--- src/design/kfs_pkg.sv ---
// ----------------------------------------------------------------------------
// kfs_pkg
// Shared types and constants for the gated scalar Kalman smoother.
// ----------------------------------------------------------------------------
`timescale 1ns / 1ps

package kfs_pkg;

  localparam int SAMPLE_FRAC_BITS_DEF = 12;
  localparam int VAR_FRAC_BITS_DEF    = 16;

  localparam int SAMPLE_W = 24;
  localparam int VAR_W    = 32;
  localparam int TENTHS_W = 16;
  localparam int CFG_IDX_W = 8;
  localparam int CFG_DATA_W = 32;

  // gain is unsigned Q1.16
  localparam int GAIN_BITS = 16;
  localparam int GAIN_W    = GAIN_BITS + 1;
  localparam logic [GAIN_W-1:0] GAIN_ONE = GAIN_W'(1) << GAIN_BITS;

  // divider widths and step counts
  localparam int DIV_REM_W = 33;
  localparam int DIV_CNT_W = 6;
  localparam logic [DIV_CNT_W-1:0] DIV_STEPS_GAIN = DIV_CNT_W'(GAIN_W);
  localparam logic [DIV_CNT_W-1:0] DIV_STEPS_VAR  = DIV_CNT_W'(VAR_W);

  // configuration reset values
  localparam logic [31:0]        MEAS_NOISE_RST = 32'd13107;
  localparam logic [31:0]        PROC_NOISE_RST = 32'd655;
  localparam logic signed [23:0] GATE_LOW_RST   = -24'sd819200;
  localparam logic signed [23:0] GATE_HIGH_RST  = 24'sd1228800;
  localparam logic               SENSOR_EN_RST  = 1'b1;

  typedef enum logic [CFG_IDX_W-1:0] {
    REG_MEAS_NOISE = 8'd0,
    REG_PROC_NOISE = 8'd1,
    REG_GATE_LOW   = 8'd2,
    REG_GATE_HIGH  = 8'd3,
    REG_SENSOR_EN  = 8'd4
  } reg_idx_t;

  typedef struct packed {
    logic [31:0]        meas_noise;
    logic [31:0]        proc_noise;
    logic signed [23:0] gate_low;
    logic signed [23:0] gate_high;
    logic               sensor_en;
  } cfg_t;

  typedef struct packed {
    logic                 start;
    logic [DIV_REM_W-1:0] rem_init;
    logic [31:0]          low_init;
    logic [DIV_REM_W-1:0] den;
    logic [DIV_CNT_W-1:0] steps;
  } div_req_t;

  typedef struct packed {
    logic        busy;
    logic        done;
    logic [31:0] quot;
  } div_stat_t;

  typedef enum logic [3:0] {
    ST_IDLE,
    ST_PC,
    ST_MUL,
    ST_GQ_GO,
    ST_GQ_WAIT,
    ST_VAR_GO,
    ST_VAR_WAIT,
    ST_DIFF,
    ST_APPLY,
    ST_OUT
  } state_t;

endpackage

--- src/design/kfs_cfg.sv ---
// ----------------------------------------------------------------------------
// kfs_cfg
// Configuration register file: noise variances, gate limits, sensor enable.
// ----------------------------------------------------------------------------
`timescale 1ns / 1ps

module kfs_cfg (
  input  logic                             clk,
  input  logic                             rst_n,
  input  logic                             wr_en,
  input  logic [kfs_pkg::CFG_IDX_W-1:0]    wr_index,
  input  logic [kfs_pkg::CFG_DATA_W-1:0]   wr_data,
  output kfs_pkg::cfg_t                    cfg
);

  kfs_pkg::cfg_t cfg_r, cfg_nxt;

  always_comb begin
    cfg_nxt = cfg_r;
    if (wr_en) begin
      case (wr_index)
        kfs_pkg::REG_MEAS_NOISE: cfg_nxt.meas_noise = wr_data;
        kfs_pkg::REG_PROC_NOISE: cfg_nxt.proc_noise = wr_data;
        kfs_pkg::REG_GATE_LOW:   cfg_nxt.gate_low   = $signed(wr_data[23:0]);
        kfs_pkg::REG_GATE_HIGH:  cfg_nxt.gate_high  = $signed(wr_data[23:0]);
        kfs_pkg::REG_SENSOR_EN:  cfg_nxt.sensor_en  = wr_data[0];
        default: ;
      endcase
    end
  end

  always_ff @(posedge clk) begin
    if (!rst_n) begin
      cfg_r.meas_noise <= kfs_pkg::MEAS_NOISE_RST;
      cfg_r.proc_noise <= kfs_pkg::PROC_NOISE_RST;
      cfg_r.gate_low   <= kfs_pkg::GATE_LOW_RST;
      cfg_r.gate_high  <= kfs_pkg::GATE_HIGH_RST;
      cfg_r.sensor_en  <= kfs_pkg::SENSOR_EN_RST;
    end else begin
      cfg_r <= cfg_nxt;
    end
  end

  assign cfg = cfg_r;

endmodule

--- src/design/kfs_div.sv ---
// ----------------------------------------------------------------------------
// kfs_div
// Shared restoring divider, one quotient bit per cycle.
// ----------------------------------------------------------------------------
`timescale 1ns / 1ps

module kfs_div (
  input  logic                clk,
  input  logic                rst_n,
  input  kfs_pkg::div_req_t   req,
  output kfs_pkg::div_stat_t  stat
);

  localparam int RW = kfs_pkg::DIV_REM_W;

  logic                          busy_r, busy_nxt;
  logic                          done_r, done_nxt;
  logic [RW-1:0]                 rem_r, rem_nxt;
  logic [RW-1:0]                 den_r, den_nxt;
  logic [31:0]                   low_r, low_nxt;
  logic [31:0]                   quot_r, quot_nxt;
  logic [kfs_pkg::DIV_CNT_W-1:0] cnt_r, cnt_nxt;
  logic [RW:0]                   trial;
  logic [RW:0]                   trial_sub;
  logic                          fits;

  // remainder starts below the divisor, so it never needs more than RW bits
  assign trial     = {rem_r, low_r[31]};
  assign trial_sub = trial - {1'b0, den_r};
  assign fits      = (trial >= {1'b0, den_r});

  always_comb begin
    busy_nxt = busy_r;
    done_nxt = 1'b0;
    rem_nxt  = rem_r;
    den_nxt  = den_r;
    low_nxt  = low_r;
    quot_nxt = quot_r;
    cnt_nxt  = cnt_r;
    if (req.start) begin
      busy_nxt = 1'b1;
      rem_nxt  = req.rem_init;
      den_nxt  = req.den;
      low_nxt  = req.low_init;
      quot_nxt = '0;
      cnt_nxt  = req.steps;
    end else if (busy_r) begin
      rem_nxt  = fits ? trial_sub[RW-1:0] : trial[RW-1:0];
      low_nxt  = {low_r[30:0], 1'b0};
      quot_nxt = {quot_r[30:0], fits};
      cnt_nxt  = cnt_r - 1'b1;
      if (cnt_r == kfs_pkg::DIV_CNT_W'(1)) begin
        busy_nxt = 1'b0;
        done_nxt = 1'b1;
      end
    end
  end

  always_ff @(posedge clk) begin
    if (!rst_n) begin
      busy_r <= 1'b0;
      done_r <= 1'b0;
    end else begin
      busy_r <= busy_nxt;
      done_r <= done_nxt;
    end
    rem_r  <= rem_nxt;
    den_r  <= den_nxt;
    low_r  <= low_nxt;
    quot_r <= quot_nxt;
    cnt_r  <= cnt_nxt;
  end

  assign stat.busy = busy_r;
  assign stat.done = done_r;
  assign stat.quot = quot_r;

endmodule

--- src/design/gated_scalar_kalman_smoother.sv ---
// ----------------------------------------------------------------------------
// gated_scalar_kalman_smoother
// Gated scalar Kalman filter for one temperature sensor.
//
// One signed Q12.12 sample enters on the in_ channel (in_valid / in_stall).
// For every item one result leaves on the out_ channel: the accepted flag,
// the estimate rounded to tenths and the error variance in Q16.16.
// A sample that fails the gate or arrives while the sensor is disabled
// leaves the filter untouched; its result goes straight to the output state.
// An accepted sample runs one filter step on a small sequencer around a
// single serial divider, for the gain and then the variance (both skipped
// when the predicted variance is zero); the next item can be taken once
// its result is registered. The block takes no item while a step is in
// progress. A finished result sits in the output register; the block
// accepts the next item meanwhile, but holds its own result stage while
// out_stall keeps the old one waiting. Registers on the cfg_ channel are
// always ready; the user must write them only while idle, which the block
// itself does not enforce. Reset restores the register defaults, clears
// the primed flag, zeroes the estimate, sets the variance to 1.0 and drops out_valid.
// ----------------------------------------------------------------------------
`timescale 1ns / 1ps

module gated_scalar_kalman_smoother #(
  parameter int SAMPLE_FRAC_BITS = kfs_pkg::SAMPLE_FRAC_BITS_DEF,
  parameter int VAR_FRAC_BITS    = kfs_pkg::VAR_FRAC_BITS_DEF
) (
  input  logic                                clk,
  input  logic                                rst_n,
  input  logic                                in_valid,
  output logic                                in_stall,
  input  logic signed [kfs_pkg::SAMPLE_W-1:0] in_sample,
  output logic                                out_valid,
  input  logic                                out_stall,
  output logic                                out_accepted,
  output logic signed [kfs_pkg::TENTHS_W-1:0] out_estimate_tenths,
  output logic [kfs_pkg::VAR_W-1:0]           out_error_variance,
  input  logic                                cfg_valid,
  output logic                                cfg_ready,
  input  logic [kfs_pkg::CFG_IDX_W-1:0]       cfg_index,
  input  logic [kfs_pkg::CFG_DATA_W-1:0]      cfg_data
);

  localparam int GW = kfs_pkg::GAIN_W;
  localparam int TW = 29;
  localparam logic [31:0]   VarOne     = 32'd1 << VAR_FRAC_BITS;
  localparam logic [TW-1:0] TenthsHalf = TW'(1) << (SAMPLE_FRAC_BITS - 1);
  localparam logic [41:0]   GainHalf   = 42'd1 << (kfs_pkg::GAIN_BITS - 1);

  kfs_pkg::cfg_t      cfg;
  kfs_pkg::div_req_t  div_req;
  kfs_pkg::div_stat_t div_stat;
  kfs_pkg::state_t    state_r, state_nxt;

  logic              primed_r, primed_nxt;
  logic signed [23:0] est_r, est_nxt;
  logic [31:0]       var_r, var_nxt;
  logic signed [23:0] s_r, s_nxt;
  logic              acc_r, acc_nxt;
  logic [31:0]       pc_r, pc_nxt;
  logic [63:0]       prod_r, prod_nxt;
  logic [32:0]       den_r, den_nxt;
  logic [GW-1:0]     gq_r, gq_nxt;
  logic [24:0]       mag_r, mag_nxt;
  logic              neg_r, neg_nxt;

  logic              out_valid_r, out_valid_nxt;
  logic              out_acc_r, out_acc_nxt;
  logic signed [15:0] out_tenths_r, out_tenths_nxt;
  logic [31:0]       out_var_r, out_var_nxt;

  logic              in_take;
  logic              gate_ok;
  logic [32:0]       pc_sum;
  logic [24:0]       diff;
  logic [41:0]       gain_prod;
  logic [25:0]       gain_q;
  logic [24:0]       est_ext;
  logic [24:0]       est_new;

  function automatic logic signed [15:0] to_tenths(input logic signed [23:0] x);
    logic [24:0]   xe;
    logic [24:0]   mag;
    logic [TW-1:0] scaled;
    logic [TW-1:0] q;
    logic signed [15:0] res;
    xe     = {x[23], x};
    mag    = x[23] ? (25'd0 - xe) : xe;
    scaled = (TW'(mag) << 3) + (TW'(mag) << 1);
    q      = (scaled + TenthsHalf) >> SAMPLE_FRAC_BITS;
    if (x[23]) begin
      res = (q > TW'(32768)) ? -16'sd32768 : $signed(16'd0 - q[15:0]);
    end else begin
      res = (q > TW'(32767)) ? 16'sd32767 : $signed(q[15:0]);
    end
    return res;
  endfunction

  kfs_cfg u_cfg (
    .clk      (clk),
    .rst_n    (rst_n),
    .wr_en    (cfg_valid && cfg_ready),
    .wr_index (cfg_index),
    .wr_data  (cfg_data),
    .cfg      (cfg)
  );

  kfs_div u_div (
    .clk   (clk),
    .rst_n (rst_n),
    .req   (div_req),
    .stat  (div_stat)
  );

  assign cfg_ready = 1'b1;
  assign in_stall  = (state_r != kfs_pkg::ST_IDLE);
  assign in_take   = in_valid && !in_stall;
  assign gate_ok   = cfg.sensor_en && (in_sample >= $signed(cfg.gate_low)) &&
                     (in_sample <= $signed(cfg.gate_high));

  assign pc_sum    = {1'b0, var_r} + {1'b0, cfg.proc_noise};
  assign diff      = {s_r[23], s_r} - {est_r[23], est_r};
  assign gain_prod = 42'(mag_r) * 42'(gq_r);
  assign gain_q    = 26'((gain_prod + GainHalf) >> kfs_pkg::GAIN_BITS);
  assign est_ext   = {est_r[23], est_r};
  assign est_new   = neg_r ? (est_ext - gain_q[24:0]) : (est_ext + gain_q[24:0]);

  always_comb begin
    state_nxt      = state_r;
    primed_nxt     = primed_r;
    est_nxt        = est_r;
    var_nxt        = var_r;
    s_nxt          = s_r;
    acc_nxt        = acc_r;
    pc_nxt         = pc_r;
    prod_nxt       = prod_r;
    den_nxt        = den_r;
    gq_nxt         = gq_r;
    mag_nxt        = mag_r;
    neg_nxt        = neg_r;
    out_valid_nxt  = out_valid_r && out_stall;
    out_acc_nxt    = out_acc_r;
    out_tenths_nxt = out_tenths_r;
    out_var_nxt    = out_var_r;
    div_req        = '0;

    case (state_r)
      kfs_pkg::ST_IDLE: begin
        if (in_take) begin
          s_nxt   = in_sample;
          acc_nxt = gate_ok;
          if (gate_ok) begin
            // first accepted item primes the filter
            if (!primed_r) begin
              primed_nxt = 1'b1;
              est_nxt    = in_sample;
              var_nxt    = VarOne;
            end
            state_nxt = kfs_pkg::ST_PC;
          end else begin
            state_nxt = kfs_pkg::ST_OUT;
          end
        end
      end
      kfs_pkg::ST_PC: begin
        pc_nxt    = pc_sum[32] ? '1 : pc_sum[31:0];
        state_nxt = kfs_pkg::ST_MUL;
      end
      kfs_pkg::ST_MUL: begin
        if (pc_r == '0) begin
          gq_nxt    = kfs_pkg::GAIN_ONE;
          var_nxt   = '0;
          state_nxt = kfs_pkg::ST_DIFF;
        end else begin
          prod_nxt  = 64'(pc_r) * 64'(cfg.meas_noise);
          den_nxt   = {1'b0, pc_r} + {1'b0, cfg.meas_noise};
          state_nxt = kfs_pkg::ST_GQ_GO;
        end
      end
      kfs_pkg::ST_GQ_GO: begin
        // gain = (pc << 16) / den; top part pc >> 1 is already below den
        div_req.start    = 1'b1;
        div_req.rem_init = {2'b00, pc_r[31:1]};
        div_req.low_init = {pc_r[0], 31'd0};
        div_req.den      = den_r;
        div_req.steps    = kfs_pkg::DIV_STEPS_GAIN;
        state_nxt        = kfs_pkg::ST_GQ_WAIT;
      end
      kfs_pkg::ST_GQ_WAIT: begin
        if (div_stat.done) begin
          gq_nxt    = div_stat.quot[GW-1:0];
          state_nxt = kfs_pkg::ST_VAR_GO;
        end
      end
      kfs_pkg::ST_VAR_GO: begin
        // variance = pc*r / den, quotient fits 32 bits since it is below r
        div_req.start    = 1'b1;
        div_req.rem_init = {1'b0, prod_r[63:32]};
        div_req.low_init = prod_r[31:0];
        div_req.den      = den_r;
        div_req.steps    = kfs_pkg::DIV_STEPS_VAR;
        state_nxt        = kfs_pkg::ST_VAR_WAIT;
      end
      kfs_pkg::ST_VAR_WAIT: begin
        if (div_stat.done) begin
          var_nxt   = div_stat.quot;
          state_nxt = kfs_pkg::ST_DIFF;
        end
      end
      kfs_pkg::ST_DIFF: begin
        neg_nxt   = diff[24];
        mag_nxt   = diff[24] ? (25'd0 - diff) : diff;
        state_nxt = kfs_pkg::ST_APPLY;
      end
      kfs_pkg::ST_APPLY: begin
        // gain never exceeds one, so the estimate stays within 24 bits
        est_nxt   = est_new[23:0];
        state_nxt = kfs_pkg::ST_OUT;
      end
      kfs_pkg::ST_OUT: begin
        if (!out_valid_r || !out_stall) begin
          out_valid_nxt  = 1'b1;
          out_acc_nxt    = acc_r;
          out_tenths_nxt = to_tenths(est_r);
          out_var_nxt    = var_r;
          state_nxt      = kfs_pkg::ST_IDLE;
        end
      end
      default: state_nxt = kfs_pkg::ST_IDLE;
    endcase
  end

  always_ff @(posedge clk) begin
    if (!rst_n) begin
      state_r     <= kfs_pkg::ST_IDLE;
      primed_r    <= 1'b0;
      est_r       <= '0;
      var_r       <= VarOne;
      out_valid_r <= 1'b0;
    end else begin
      state_r     <= state_nxt;
      primed_r    <= primed_nxt;
      est_r       <= est_nxt;
      var_r       <= var_nxt;
      out_valid_r <= out_valid_nxt;
    end
    s_r          <= s_nxt;
    acc_r        <= acc_nxt;
    pc_r         <= pc_nxt;
    prod_r       <= prod_nxt;
    den_r        <= den_nxt;
    gq_r         <= gq_nxt;
    mag_r        <= mag_nxt;
    neg_r        <= neg_nxt;
    out_acc_r    <= out_acc_nxt;
    out_tenths_r <= out_tenths_nxt;
    out_var_r    <= out_var_nxt;
  end

  assign out_valid           = out_valid_r;
  assign out_accepted        = out_acc_r;
  assign out_estimate_tenths = out_tenths_r;
  assign out_error_variance  = out_var_r;

`ifndef SYNTH
  a_gain_le_one: assert property (@(posedge clk) disable iff (!rst_n)
    (state_r == kfs_pkg::ST_DIFF) |-> (gq_r <= kfs_pkg::GAIN_ONE))
    else $error("kalman gain above one");

  a_var_le_pc: assert property (@(posedge clk) disable iff (!rst_n)
    (state_r == kfs_pkg::ST_DIFF) |-> (var_r <= pc_r))
    else $error("updated variance above predicted variance");

  a_primed_on_accept: assert property (@(posedge clk) disable iff (!rst_n)
    (state_r == kfs_pkg::ST_OUT && acc_r) |-> primed_r)
    else $error("accepted item without primed filter");

  a_div_no_restart: assert property (@(posedge clk) disable iff (!rst_n)
    div_req.start |-> !div_stat.busy)
    else $error("divider started while busy");

  a_reject_holds: assert property (@(posedge clk) disable iff (!rst_n)
    (in_take && !gate_ok) |=>
      (state_r == kfs_pkg::ST_OUT && $stable(est_r) && $stable(var_r)))
    else $error("rejected item changed filter state");
`endif

endmodule

--- config.mk ---
export PLATFORM = sky130hd
export DESIGN_NAME = gated_scalar_kalman_smoother
export DESIGN_NICKNAME = d
export VERILOG_FILES = /design/src/design/kfs_pkg.sv /design/src/design/kfs_cfg.sv /design/src/design/kfs_div.sv /design/src/design/gated_scalar_kalman_smoother.sv
export SDC_FILE = /design/constraint.sdc
export NUM_CORES = 2
export LEC_CHECK = 0
export BUFFER_PORTS_ARGS = -buffer_cell sky130_fd_sc_hd__buf_4
export CAP_MARGIN = 25
export CORE_ASPECT_RATIO = 1.1
export CORE_MARGIN = 2
export CORE_UTILIZATION = 40
export DETAILED_ROUTE_END_ITERATION = 12
export HOLD_SLACK_MARGIN = 0.1
export PLACE_DENSITY = 0.65
export SETUP_SLACK_MARGIN = 0.1
export SYNTH_ARGS = -nofsm -noshare
export SYNTH_HDL_FRONTEND = slang
export SYNTH_SLANG_ARGS = --single-unit
--- constraint.sdc ---
create_clock -name clk -period 9.1 [get_ports clk]
set_clock_uncertainty 0.1 [all_clocks]
set_input_delay 0.455 -clock clk [delete_from_list [all_inputs] [get_ports clk]]
set_output_delay 0.455 -clock clk [all_outputs]
set_load 0.01 [all_outputs]
==> reports/results.txt <==
CP Max Fanout = 6
CTS max path bufs = 3
Synth unique cells = 94
Share of layout cells above drive strength 1 = 8.68%
Met3 routed WL = 13300 um
Result of the run = finished, final reports clean
Fmax = 112 MHz
Sequential area share after synthesis = 19.0%
Seq cells post-synth = 559
Worst setup EP type = flop
RSZ-0062 raised after global routing = yes
Worst skew pair latency = 0.70 ns
Die Span X = 423 um
CTS tree = yes
CP max stage delay = 0.57 ns
Routed Wire Length = 227000 um
Min-delay worst type = in2reg
Synth Instances = 8411
Global placement routability congestion = 0.923
Relative slew slack = 30.5%
Top layer in use = met5
Final setup viols = 0
M1 wire length = 87500 um
Crit path time final = 8.94 ns
First-pass GRT wire length = 355000 um
DIE AREA = 0.197 mm^2
I/O pin cnt = 121
Crit path arrival time = 9.36 ns
Via-to-Cell Ratio = 5.27
Worst EP required = 9.52 ns
Yosys warning count = 0
Synth Net Count = 10400
Synth cell count leaders = inv_1, nand2_1, fa_1
Avg WL per Cell = 20.1 um
Area leader, netlist = fa_1
Total CTS buffers = 73
Clk root buf = clkbuf_16
Worst path slowest cell = fa_1
Filler cells = 18500
Ys async rst share = 0%
Cells after DPL = 11100
Antenna violations before repair = 26
Net count, final = 10600
Die height = 465 um
Largest cells by area after synthesis = fa_1, edfxtp_1, ha_1, inv_1, nand2_1
Cell Count, Final, Fillers Out = 11300
Clock sinks = 559
HPWL after DPL = 180000 um
Core area = 0.192 mm^2
Max-slew violation count = 0
Starting Density = 40.1%
GRT Total Usage = 23.0%
CP Launch Type = flop
# rows = 169
Synthesized area = 0.0772 mm^2
TritonRoute pass-1 iters = 6
Crit path kind = reg2reg
Max_cap viols = 0
Pin count of the biggest net entering global routing = 108
Vias in the first global route = 63000
Worst-path clk slew = 0.07 ns
DRC viols = 0
Post-synth EDFFs = 350
Post-synth top area share = 32.2%
Metal2 WL = 114000 um
Final hold vios = 0
ANT nets after route = 0
Via count = 59600
Worst-Margin Slew = 1.04 ns
Cell area after placement = 0.0828 mm^2
Post-route cell area = 0.0866 mm^2
Synth Flop Type = edfxtp_1
Fin crit share = 98.2%
Area grow syn2layout = 12.2%
Cell with the most instances after synthesis = inv_1
Gr ovfl total = 0
H-tree levels = 3
Buffers on Ports = 119
Initial drt markers = 3979
Synth Area per Inst = 9.18 um^2
==> flip-flops by register name, indices dropped and copies added (netlist names), 24 cells and up <==
signal,cells
mag_r,25
u_div.rem_r,33
prod_r,64
u_div.quot_r,32
pc_r,32
u_div.den_r,33
var_r,32
u_cfg.cfg,113
est_r,24
den_r,33
out_error_variance,32
u_div.low_r,32
s_r,24
==> layer usage <==
metal  vias up  GRT usage (%)
met5         -              0
met2      1859           40.7
li1      26900              -
met3       581           3.29
met4        26           11.1
met1     30200           27.4
==> path summary, 6_finish.rpt <==
check | from | to | slack [ns] | depth (start not counted)
worst min register to register | acc_r | out_accepted | 0.33 | 0
worst max register to register | gq_r[4] | est_r[22] | 0.16 | 39
worst max-delay path | gq_r[4] | est_r[22] | 0.16 | 39
worst min-delay path | cfg_index[2] | u_cfg.cfg[0] | 0.19 | 4
==> cells by family (layout without fill, tap and decap cells) <==
group                      count (synthesis)  count (layout)  share of synthesized area, %
and+or+nand+nor                         2578            2578                          15.5
adders and majority gates               1871            1871                          42.4
muxes                                     66              66                         0.862
other                                      2              11                       0.00972
buffers and inverters                   1987            2297                          9.68
DFF                                      559             559                          19.0
xor gates and xnor gates                 287             287                          3.27
AOI/OAI and AO/OA                       1061            1061                          9.21
==> what timing repair did <==
action	in CTS	in global routing
gates cloned	0	1
hold buffers	58	0
setup endpoints to repair	7	26
gates resized for setup	7	95
pin swaps	1	53
setup buffers	5	31
endpoints found under the hold margin	145	0
==> critical path: cells and delay by family, from the launching register on <==
kind	cells	cell delay, ns
simple gates	7	0.87
mux	1	0.11
fa+ha+maj	8	3.37
xor+xnor	1	0.16
flops	1	0.52
compound gates	14	2.65
buf+inv	8	0.96
==> placed cells by master (no fill, tap or decap), types with 97 or more instances in the layout <==
| master | n |
|---|---|
| buf_4 | 462 |
| dfxtp_1 | 203 |
| edfxtp_1 | 350 |
| a21boi_0 | 97 |
| o21ai_0 | 176 |
| nand2_1 | 1406 |
| fa_1 | 1240 |
| a21o_1 | 119 |
| xnor2_1 | 191 |
| ha_1 | 621 |
| a21oi_1 | 235 |
| nor2_1 | 218 |
| and2_1 | 532 |
| inv_1 | 1582 |
==> cell type report <==
type                       instances  area (um^2)  share of cell area, %
sequential                       559        14700                   17.0
timing repair buffer             566         4830                   5.57
clock inverter                    43          489                  0.565
inverter                        1596         6000                   6.92
multi-input combinational       5865        55400                   64.0
tap                             2565         3210                   3.70
clock buffer                      92         1960                   2.26
antenna                            9         22.5                 0.0260
==> through the flow <==
step | setup WS (ns) | util [%] | TNS, ns | hold WS, ns
4_1_cts | 0.0328 | 44.6 | 0 | 0.123
6_report | 0.162 | 45.0 | 0 | 0.192
3_3_place_gp | -0.0727 | 43.0 | -0.0727 | 0.315
5_1_grt | -0.270 | 45.0 | -1.33 | 0.193
3_5_place_dp | -0.0768 | 43.0 | -0.143 | 0.322
2_1_floorplan | 0.168 | - | 0 | 0.300
Power is not shown: default switching activity piles up to over one toggle a cycle in this logic, so the estimate is an artifact.
